## src/hw/rtl/slr_pkg.sv

```systemverilog
// Shared types and constants for the synchronous-line receive framer.
// No dependencies; imported by every module of the block.
package slr_pkg;

    localparam int MSGN   = 8;
    localparam int MSGLEN = 128;

    localparam logic OP_EVENT   = 1'b0;
    localparam logic OP_RELEASE = 1'b1;

    typedef struct packed {
        logic       opcode;
        logic       rx_done;
        logic       carrier;
        logic [7:0] rx_byte;
        logic       overrun;
    } slr_in_t;

    typedef struct packed {
        logic        write_en;
        logic [2:0]  slot;
        logic [6:0]  write_pos;
        logic [7:0]  write_byte;
        logic        msg_done;
        logic [7:0]  msg_len;
        logic        msg_error;
        logic        resync;
        logic [3:0]  ring_count;
        logic [15:0] overrun_count;
        logic [15:0] full_count;
        logic [15:0] long_count;
    } slr_out_t;

endpackage

```

## src/hw/rtl/slr_in_stage.sv

```systemverilog
// Input register of the framer: holds one accepted item until the core takes it.
// Depends on slr_pkg.
module slr_in_stage
    import slr_pkg::*;
(
    input  logic    aclk,
    input  logic    aresetn,
    input  logic    s_valid,
    output logic    s_ready,
    input  slr_in_t s_data,
    output logic    item_valid,
    output slr_in_t item,
    input  logic    take
);

    logic    vld_reg;
    slr_in_t data_reg;

    assign s_ready    = !vld_reg || take;
    assign item_valid = vld_reg;
    assign item       = data_reg;

    always_ff @(posedge aclk) begin
        if (!aresetn) begin
            vld_reg <= 1'b0;
        end else if (s_valid && s_ready) begin
            vld_reg <= 1'b1;
        end else if (take) begin
            vld_reg <= 1'b0;
        end
    end

    always_ff @(posedge aclk) begin
        if (s_valid && s_ready) begin
            data_reg <= s_data;
        end
    end

endmodule

```

## src/hw/rtl/slr_core.sv

```systemverilog
// Framing state and single-pass result logic of the receive framer.
// Depends on slr_pkg.
module slr_core
    import slr_pkg::*;
#(
    parameter int SLOTS   = MSGN,
    parameter int MAX_LEN = MSGLEN
)
(
    input  logic     aclk,
    input  logic     aresetn,
    input  logic     fire,
    input  slr_in_t  item,
    output slr_out_t result
);

    localparam int SLOT_W = $clog2(SLOTS);
    localparam int CNT_W  = $clog2(SLOTS + 1);

    typedef enum logic [1:0] {
        PH_IDLE = 2'd0,
        PH_RUN  = 2'd1,
        PH_FULL = 2'd2,
        PH_ERR  = 2'd3
    } phase_t;

    phase_t              phase_reg, phase_next;
    logic [SLOT_W-1:0]   fill_slot_reg, fill_slot_next;
    logic [SLOT_W-1:0]   oldest_slot_reg, oldest_slot_next;
    logic [CNT_W-1:0]    filled_reg, filled_next;
    logic [7:0]          byte_count_reg, byte_count_next;
    logic                error_flag_reg, error_flag_next;
    logic [15:0]         overrun_total_reg, overrun_total_next;
    logic [15:0]         full_total_reg, full_total_next;
    logic [15:0]         long_total_reg, long_total_next;
    logic [SLOT_W+2:0]   slot_ext;
    logic [CNT_W+3:0]    cnt_ext;

    function automatic logic [SLOT_W-1:0] next_slot(input logic [SLOT_W-1:0] s);
        return (s == SLOT_W'(SLOTS - 1)) ? '0 : s + 1'b1;
    endfunction

    always_comb begin
        phase_t ph;
        logic   do_run;
        logic   err;
        logic   finish;

        phase_next         = phase_reg;
        fill_slot_next     = fill_slot_reg;
        oldest_slot_next   = oldest_slot_reg;
        filled_next        = filled_reg;
        byte_count_next    = byte_count_reg;
        error_flag_next    = error_flag_reg;
        overrun_total_next = overrun_total_reg;
        full_total_next    = full_total_reg;
        long_total_next    = long_total_reg;
        result             = '0;
        ph                 = phase_reg;
        do_run             = 1'b0;
        err                = 1'b0;
        finish             = 1'b0;

        if (item.opcode == OP_RELEASE) begin
            if (filled_reg != '0) begin
                oldest_slot_next = next_slot(oldest_slot_reg);
                filled_next      = filled_reg - 1'b1;
            end
        end else begin
            case (ph)
                PH_IDLE: begin
                    if (item.rx_done) begin
                        if (filled_reg >= CNT_W'(SLOTS)) begin
                            full_total_next = full_total_reg + 16'd1;
                            phase_next      = PH_FULL;
                            ph              = PH_FULL;
                        end else begin
                            error_flag_next = 1'b0;
                            byte_count_next = 8'd0;
                            phase_next      = PH_RUN;
                            do_run          = 1'b1;
                        end
                    end
                end
                PH_RUN: do_run = 1'b1;
                default: ;
            endcase

            if (do_run) begin
                if (item.rx_done) begin
                    if (item.overrun) begin
                        overrun_total_next = overrun_total_reg + 16'd1;
                        err                = 1'b1;
                    end else if (byte_count_next == 8'(MAX_LEN)) begin
                        byte_count_next = byte_count_next + 8'd1;
                        long_total_next = long_total_reg + 16'd1;
                        err             = 1'b1;
                    end else begin
                        result.write_en   = 1'b1;
                        result.write_pos  = byte_count_next[6:0];
                        result.write_byte = item.rx_byte;
                        byte_count_next   = byte_count_next + 8'd1;
                    end
                end
                if (err) begin
                    error_flag_next = 1'b1;
                    phase_next      = PH_ERR;
                end
                if (!item.carrier) begin
                    finish = 1'b1;
                end
            end else if (ph == PH_FULL) begin
                if (!item.carrier) begin
                    phase_next    = PH_IDLE;
                    result.resync = 1'b1;
                end
            end else if (ph == PH_ERR) begin
                if (!item.carrier) begin
                    finish = 1'b1;
                end
            end

            if (finish) begin
                result.msg_done  = 1'b1;
                result.msg_len   = byte_count_next;
                result.msg_error = error_flag_next;
                fill_slot_next   = next_slot(fill_slot_reg);
                filled_next      = filled_reg + 1'b1;
                phase_next       = PH_IDLE;
                result.resync    = 1'b1;
            end
        end

        slot_ext             = {3'b000, fill_slot_reg};
        cnt_ext              = {4'b0000, filled_next};
        result.slot          = slot_ext[2:0];
        result.ring_count    = cnt_ext[3:0];
        result.overrun_count = overrun_total_next;
        result.full_count    = full_total_next;
        result.long_count    = long_total_next;
    end

    always_ff @(posedge aclk) begin
        if (!aresetn) begin
            phase_reg         <= PH_IDLE;
            fill_slot_reg     <= '0;
            oldest_slot_reg   <= '0;
            filled_reg        <= '0;
            byte_count_reg    <= 8'd0;
            error_flag_reg    <= 1'b0;
            overrun_total_reg <= 16'd0;
            full_total_reg    <= 16'd0;
            long_total_reg    <= 16'd0;
        end else if (fire) begin
            phase_reg         <= phase_next;
            fill_slot_reg     <= fill_slot_next;
            oldest_slot_reg   <= oldest_slot_next;
            filled_reg        <= filled_next;
            byte_count_reg    <= byte_count_next;
            error_flag_reg    <= error_flag_next;
            overrun_total_reg <= overrun_total_next;
            full_total_reg    <= full_total_next;
            long_total_reg    <= long_total_next;
        end
    end

    a_ring_bound: assert property (@(posedge aclk) disable iff (!aresetn)
        filled_reg <= CNT_W'(SLOTS))
        else $error("ring occupancy above slot count");

    a_done_resync: assert property (@(posedge aclk) disable iff (!aresetn)
        fire && result.msg_done |-> result.resync)
        else $error("message end without resync");

    a_write_clean: assert property (@(posedge aclk) disable iff (!aresetn)
        fire && result.write_en && result.msg_done |-> !result.msg_error)
        else $error("stored byte in errored message");

    a_fill_hold: assert property (@(posedge aclk) disable iff (!aresetn)
        fire && !result.msg_done |=> fill_slot_reg == $past(fill_slot_reg))
        else $error("fill slot moved without message end");

endmodule

```

## src/hw/rtl/slr_out_stage.sv

```systemverilog
// Result register of the framer: holds one result until the receiver takes it.
// Depends on slr_pkg.
module slr_out_stage
    import slr_pkg::*;
(
    input  logic     aclk,
    input  logic     aresetn,
    input  logic     res_valid,
    input  slr_out_t res,
    output logic     load_ok,
    output logic     m_valid,
    input  logic     m_ready,
    output slr_out_t m_data
);

    logic     vld_reg;
    slr_out_t data_reg;

    assign load_ok = !vld_reg || m_ready;
    assign m_valid = vld_reg;
    assign m_data  = data_reg;

    always_ff @(posedge aclk) begin
        if (!aresetn) begin
            vld_reg <= 1'b0;
        end else if (res_valid && load_ok) begin
            vld_reg <= 1'b1;
        end else if (m_ready) begin
            vld_reg <= 1'b0;
        end
    end

    always_ff @(posedge aclk) begin
        if (res_valid && load_ok) begin
            data_reg <= res;
        end
    end

endmodule

```

## src/hw/rtl/sync_line_rx_message_framer.sv

```systemverilog
// Top level of the synchronous-line receive framer.
// Depends on slr_pkg, slr_in_stage, slr_core and slr_out_stage.
//
// Input channel s_valid/s_ready/s_data carries one item per transfer: a receiver
// line event (character, carrier, overrun) or a release of the oldest ring slot.
// Result channel m_valid/m_ready/m_data returns exactly one result per item:
// the byte write into the current slot, message completion with length and
// error flag, the resync pulse, ring occupancy and three wrapping statistics.
// Each result is registered: its item is held in the input register, then the result
// is loaded into the result register once that register is free or being taken.
// Throughput: one item per cycle while m_ready holds; the framing update is a
// single pass of logic between the input register and the result register.
// Reset (aresetn low, synchronous): the framer returns to idle with an empty
// ring, slot pointers at zero and all statistics cleared; both registers empty.
// Receiver stall: the result register holds its value and the input register
// holds one more item; s_ready drops once both are full and no state advances.
module sync_line_rx_message_framer
    import slr_pkg::*;
#(
    parameter int SLOTS   = MSGN,
    parameter int MAX_LEN = MSGLEN
)
(
    input  logic     aclk,
    input  logic     aresetn,
    input  logic     s_valid,
    output logic     s_ready,
    input  slr_in_t  s_data,
    output logic     m_valid,
    input  logic     m_ready,
    output slr_out_t m_data
);

    logic     item_valid;
    slr_in_t  item;
    slr_out_t result;
    logic     load_ok;
    logic     fire;

    assign fire = item_valid && load_ok;

    slr_in_stage u_in (
        .aclk       (aclk),
        .aresetn    (aresetn),
        .s_valid    (s_valid),
        .s_ready    (s_ready),
        .s_data     (s_data),
        .item_valid (item_valid),
        .item       (item),
        .take       (fire)
    );

    slr_core #(
        .SLOTS   (SLOTS),
        .MAX_LEN (MAX_LEN)
    ) u_core (
        .aclk    (aclk),
        .aresetn (aresetn),
        .fire    (fire),
        .item    (item),
        .result  (result)
    );

    slr_out_stage u_out (
        .aclk      (aclk),
        .aresetn   (aresetn),
        .res_valid (item_valid),
        .res       (result),
        .load_ok   (load_ok),
        .m_valid   (m_valid),
        .m_ready   (m_ready),
        .m_data    (m_data)
    );

endmodule

```

## config.mk

```make
export PLATFORM = sky130hd
export DESIGN_NAME = sync_line_rx_message_framer
export DESIGN_NICKNAME = d
export VERILOG_FILES = /design/src/hw/rtl/slr_pkg.sv /design/src/hw/rtl/slr_in_stage.sv /design/src/hw/rtl/slr_core.sv /design/src/hw/rtl/slr_out_stage.sv /design/src/hw/rtl/sync_line_rx_message_framer.sv
export SDC_FILE = /design/constraint.sdc
export NUM_CORES = 1
export LEC_CHECK = 0
export ABC_AREA = 1
export BUFFER_PORTS_ARGS = -buffer_cell sky130_fd_sc_hd__buf_4
export CAP_MARGIN = 20
export CELL_PAD_IN_SITES_DETAIL_PLACEMENT = 1
export CELL_PAD_IN_SITES_GLOBAL_PLACEMENT = 2
export CORE_AREA = 2 2 177 136
export CTS_BUF_LIST = sky130_fd_sc_hd__clkbuf_4 sky130_fd_sc_hd__clkbuf_8
export DETAILED_ROUTE_END_ITERATION = 10
export DIE_AREA = 0 0 179 138
export HOLD_SLACK_MARGIN = 0.06
export PLACE_DENSITY = 0.78
export REMOVE_ABC_BUFFERS = 1
export SLEW_MARGIN = 0
export SYNTH_ARGS = -nofsm -noshare
export SYNTH_HDL_FRONTEND = slang
export SYNTH_SLANG_ARGS = --single-unit
```

## constraint.sdc

```tcl
create_clock -name aclk -period 4.1 [get_ports aclk]
set_clock_uncertainty 0.2 [all_clocks]
set_input_delay 0.205 -clock aclk [delete_from_list [all_inputs] [get_ports aclk]]
set_output_delay 0.205 -clock aclk [all_outputs]
set_load 0.05 [all_outputs]
```

==> flow_metrics.py <==
metrics = {
    "run_status": {
        "outcome": "finished clean",
    },
    "finish": {
        "fin_area_um2": 9060,
        "multiInputGateArea_um2": 2550,
        "fillers": 2765,
        "final_common_cell": "nand2_1",
        "largest_reg_flops": 82,
        "fin_cells": 1296,
        "drive_gt1_share_pct": 16.2,
        "final_util_pct": 39.0,
        "layout_common_cells": "nand2_1 (167), inv_1 (162), buf_4 (100)",
        "num_antenna_cells": 0,
        "seq_area_um2": 4180,
        "nNetsFinal": 1002,
        "area_growth_pct": 21.7,
    },
    "worst_setup_path": {
        "rr_worst_depth": 14,
        "r2r_start": "u_in.item[10]",
        "cp_data_required_time_ns": 4.27,
        "worstSetupStartpointType": "flip-flop",
        "arrival_ns": 2.88,
        "critPathMaxFanout": 14,
        "worstSetupEndpointType": "flip-flop",
        "critPathLaunch": "u_in.item[10]",
        "r2r-end": "u_core.long_total_reg[9]",
        "rrSetupSlack_ns": 1.39,
        "crit_end": "u_core.long_total_reg[9]",
        "critPathKind": "reg2reg",
    },
    "timing": {
        "slew_violations": 0,
        "period_minus_slack_ns": 2.71,
        "max_freq_mhz": 370,
        "tightest_slew_ns": 0.971,
        "hold_violations": 0,
        "setup_viol": 0,
        "slew_headroom_pct": 35.2,
        "rsz0062_at_grt": "no",
        "fin_crit_sh_pct": 66.0,
    },
    "clock_network": {
        "htreeDepth": 4,
        "clk_pin_slew_worst_paths_ns": 0.10,
        "clkLatencyLatePin_ns": 0.47,
        "clock_sinks": 162,
        "clockRootBuffer": "clkbuf_8",
        "numCtsBuffers": 17,
        "cts_setup_buffers": 0,
        "cts.path.max_buffers": 2,
        "cts_tree": "built",
    },
    "placed_design": {
        "place_hpwl_um": 12600,
        "gp_congestion": 0.789,
        "place_area_um2": 8510,
        "place_inst": 1247,
        "io_buffers": 99,
    },
    "logic_synthesis": {
        "syn_area_um2": 7440,
        "syn_avg_cell_area_um2": 8.63,
        "syn-instance-count": 862,
        "synth-seq-cells": 162,
        "synth-simple-area-share_pct": 20.2,
        "synth.area.mux_share_pct": 0,
        "synthAdderAreaFrac_pct": 1.51,
        "synth_warnings": 0,
        "synth_top_family_by_area": "simple AND/OR/NAND/NOR gates",
        "synth_compound_area_share_pct": 9.87,
        "ys_types": 31,
        "yosysSeqAreaShare_pct": 56.2,
        "synthXorXnorAreaFrac_pct": 2.59,
    },
    "power": {
        "p_leak_nw": 4.00,
        "vdd_ir_drop_max_uv": 194,
        "finalPower_mw": 3.55,
        "power.density_nw_per_um2": 391,
    },
    "global_routing": {
        "grt_pass1_wl_um": 30800,
        "grt_antenna_before_repair": 0,
        "grt_pass1_vias": 5899,
        "grt_max_degree": 128,
        "track_usage_pct": 15.8,
        "overflow": 0,
    },
    "floorplan": {
        "fp.dieH_um": 138,
        "die_w_um": 179,
        "die_area_um2": 24700,
        "ios": 100,
        "start_util_pct": 32.0,
        "core_um2": 23200,
        "placementRows": 49,
    },
    "route": {
        "firstDrtPassIters": 5,
        "drc": 0,
        "routed_wl_um": 18500,
        "drt_iter0_markers": 267,
        "antenna_left": 0,
        "dr_total_vias": 5882,
        "vias_per_cell": 4.54,
        "wl_per_cell_um": 14.3,
    },
    "run": {
        "drv_cap": 0,
    },
    "worst_hold_path": {
        "hold_path.class": "in2reg",
    },
}
-- synth_stat cells --
master | count | share of area, %
dfxtp_1 | 68 | 18
o21ai_0 | 59 | 4.0
inv_2 | 3 | 0.15
buf_1 | 2 | 0.10
a21oi_1 | 61 | 4.1
xor2_1 | 21 | 2.5
nand2_4 | 2 | 0.30
nand3b_1 | 1 | 0.10
clkbuf_1 | 16 | 0.81
buf_6 | 1 | 0.15
nor2_2 | 5 | 0.42
inv_1 | 162 | 8.2
nand4_1 | 15 | 1.3
a21oi_2 | 2 | 0.24
nor3_1 | 14 | 0.94
xnor2_1 | 1 | 0.12
o21bai_1 | 1 | 0.10
nor2_1 | 73 | 3.7
nand2_2 | 4 | 0.34
nor2_4 | 4 | 0.61
a211oi_1 | 1 | 0.10
o211a_1 | 1 | 0.13
buf_2 | 2 | 0.13
ha_1 | 9 | 1.5
buf_4 | 1 | 0.10
nand2_1 | 167 | 8.4
nand3_1 | 61 | 4.1
edfxtp_1 | 94 | 38
o21a_1 | 3 | 0.30
o21ai_2 | 7 | 0.82
o211ai_1 | 1 | 0.10
-- worst min path at each step --
| stage | from | end | cells after the start | slack (ns) |
|---|---|---|---|---|
| floorplan | s_data[0] | u_in.item[0] | 0 | 0.10 |
| global placement | s_data[11] | u_in.item[11] | 1 | 0.18 |
| detailed placement | s_data[8] | u_in.item[8] | 1 | 0.18 |
| CTS | s_data[1] | u_in.item[1] | 2 | 0.20 |
| global route | s_data[7] | u_in.item[7] | 2 | 0.21 |
| finish | s_data[7] | u_in.item[7] | 2 | 0.24 |
-- through the flow --
step / setup WS [ns] / hold WS, ns / setup TNS, ns
floorplan: -5.93 / 0.104 / -561.75
global placement: 1.45 / 0.184 / 0
detailed placement: 1.39 / 0.185 / 0
CTS: 1.35 / 0.202 / 0
global route: 1.12 / 0.211 / 0
finish: 1.39 / 0.243 / 0
-- critical path, cell delays in order (launching register included) --
cell	delay, ns
edfxtp_1	0.49
inv_2	0.10
nor2_4	0.13
nand2_4	0.11
nand2_1	0.12
ha_1	0.16
nand2_1	0.05
nor2_1	0.16
nand3_1	0.13
nor2_2	0.51
nand2_1	0.13
nand2_1	0.12
nand3_1	0.07
nand2_1	0.09
inv_1	0.04
-- area by class of cell --
cell class / instances / area share, %
multi-input combinational: 513 / 28.2
sequential: 162 / 46.2
inverter: 165 / 6.84
timing repair buffer: 118 / 10.4
clock buffer: 17 / 2.58
tap: 306 / 4.23
clock inverter: 15 / 1.58
-- power breakdown --
group / switching (mW) / internal, mW / leakage, nW / total, mW
Clock: 0.696 / 0.449 / 0.184 / 1.15
Combinational: 0.365 / 0.151 / 2.36 / 0.515
Sequential: 0.0623 / 1.82 / 1.46 / 1.88
-- per-layer routing --
| metal | global-route usage, % | wire (um) | vias to the layer above |
|---|---|---|---|
| met5 | 0 | 0 | - |
| met4 | 4.49 | 193 | 0 |
| met3 | 3.44 | 670 | 13 |
| met2 | 23.4 | 7990 | 87 |
| met1 | 23.3 | 9630 | 2775 |
| li1 | - | - | 3007 |
-- timing repair --
item,in CTS,in global routing
hold endpoints to repair,36,0
gates resized for setup,0,0
hold buffers,17,0
setup endpoints to repair,0,0
-- cells by family after synthesis --
kind of cell | Yosys count
simple gates | 346
buf+inv | 187
flops | 162
compound gates | 136
xor+xnor | 22
fa+ha+maj | 9
Power figures use the tool's default switching activity.
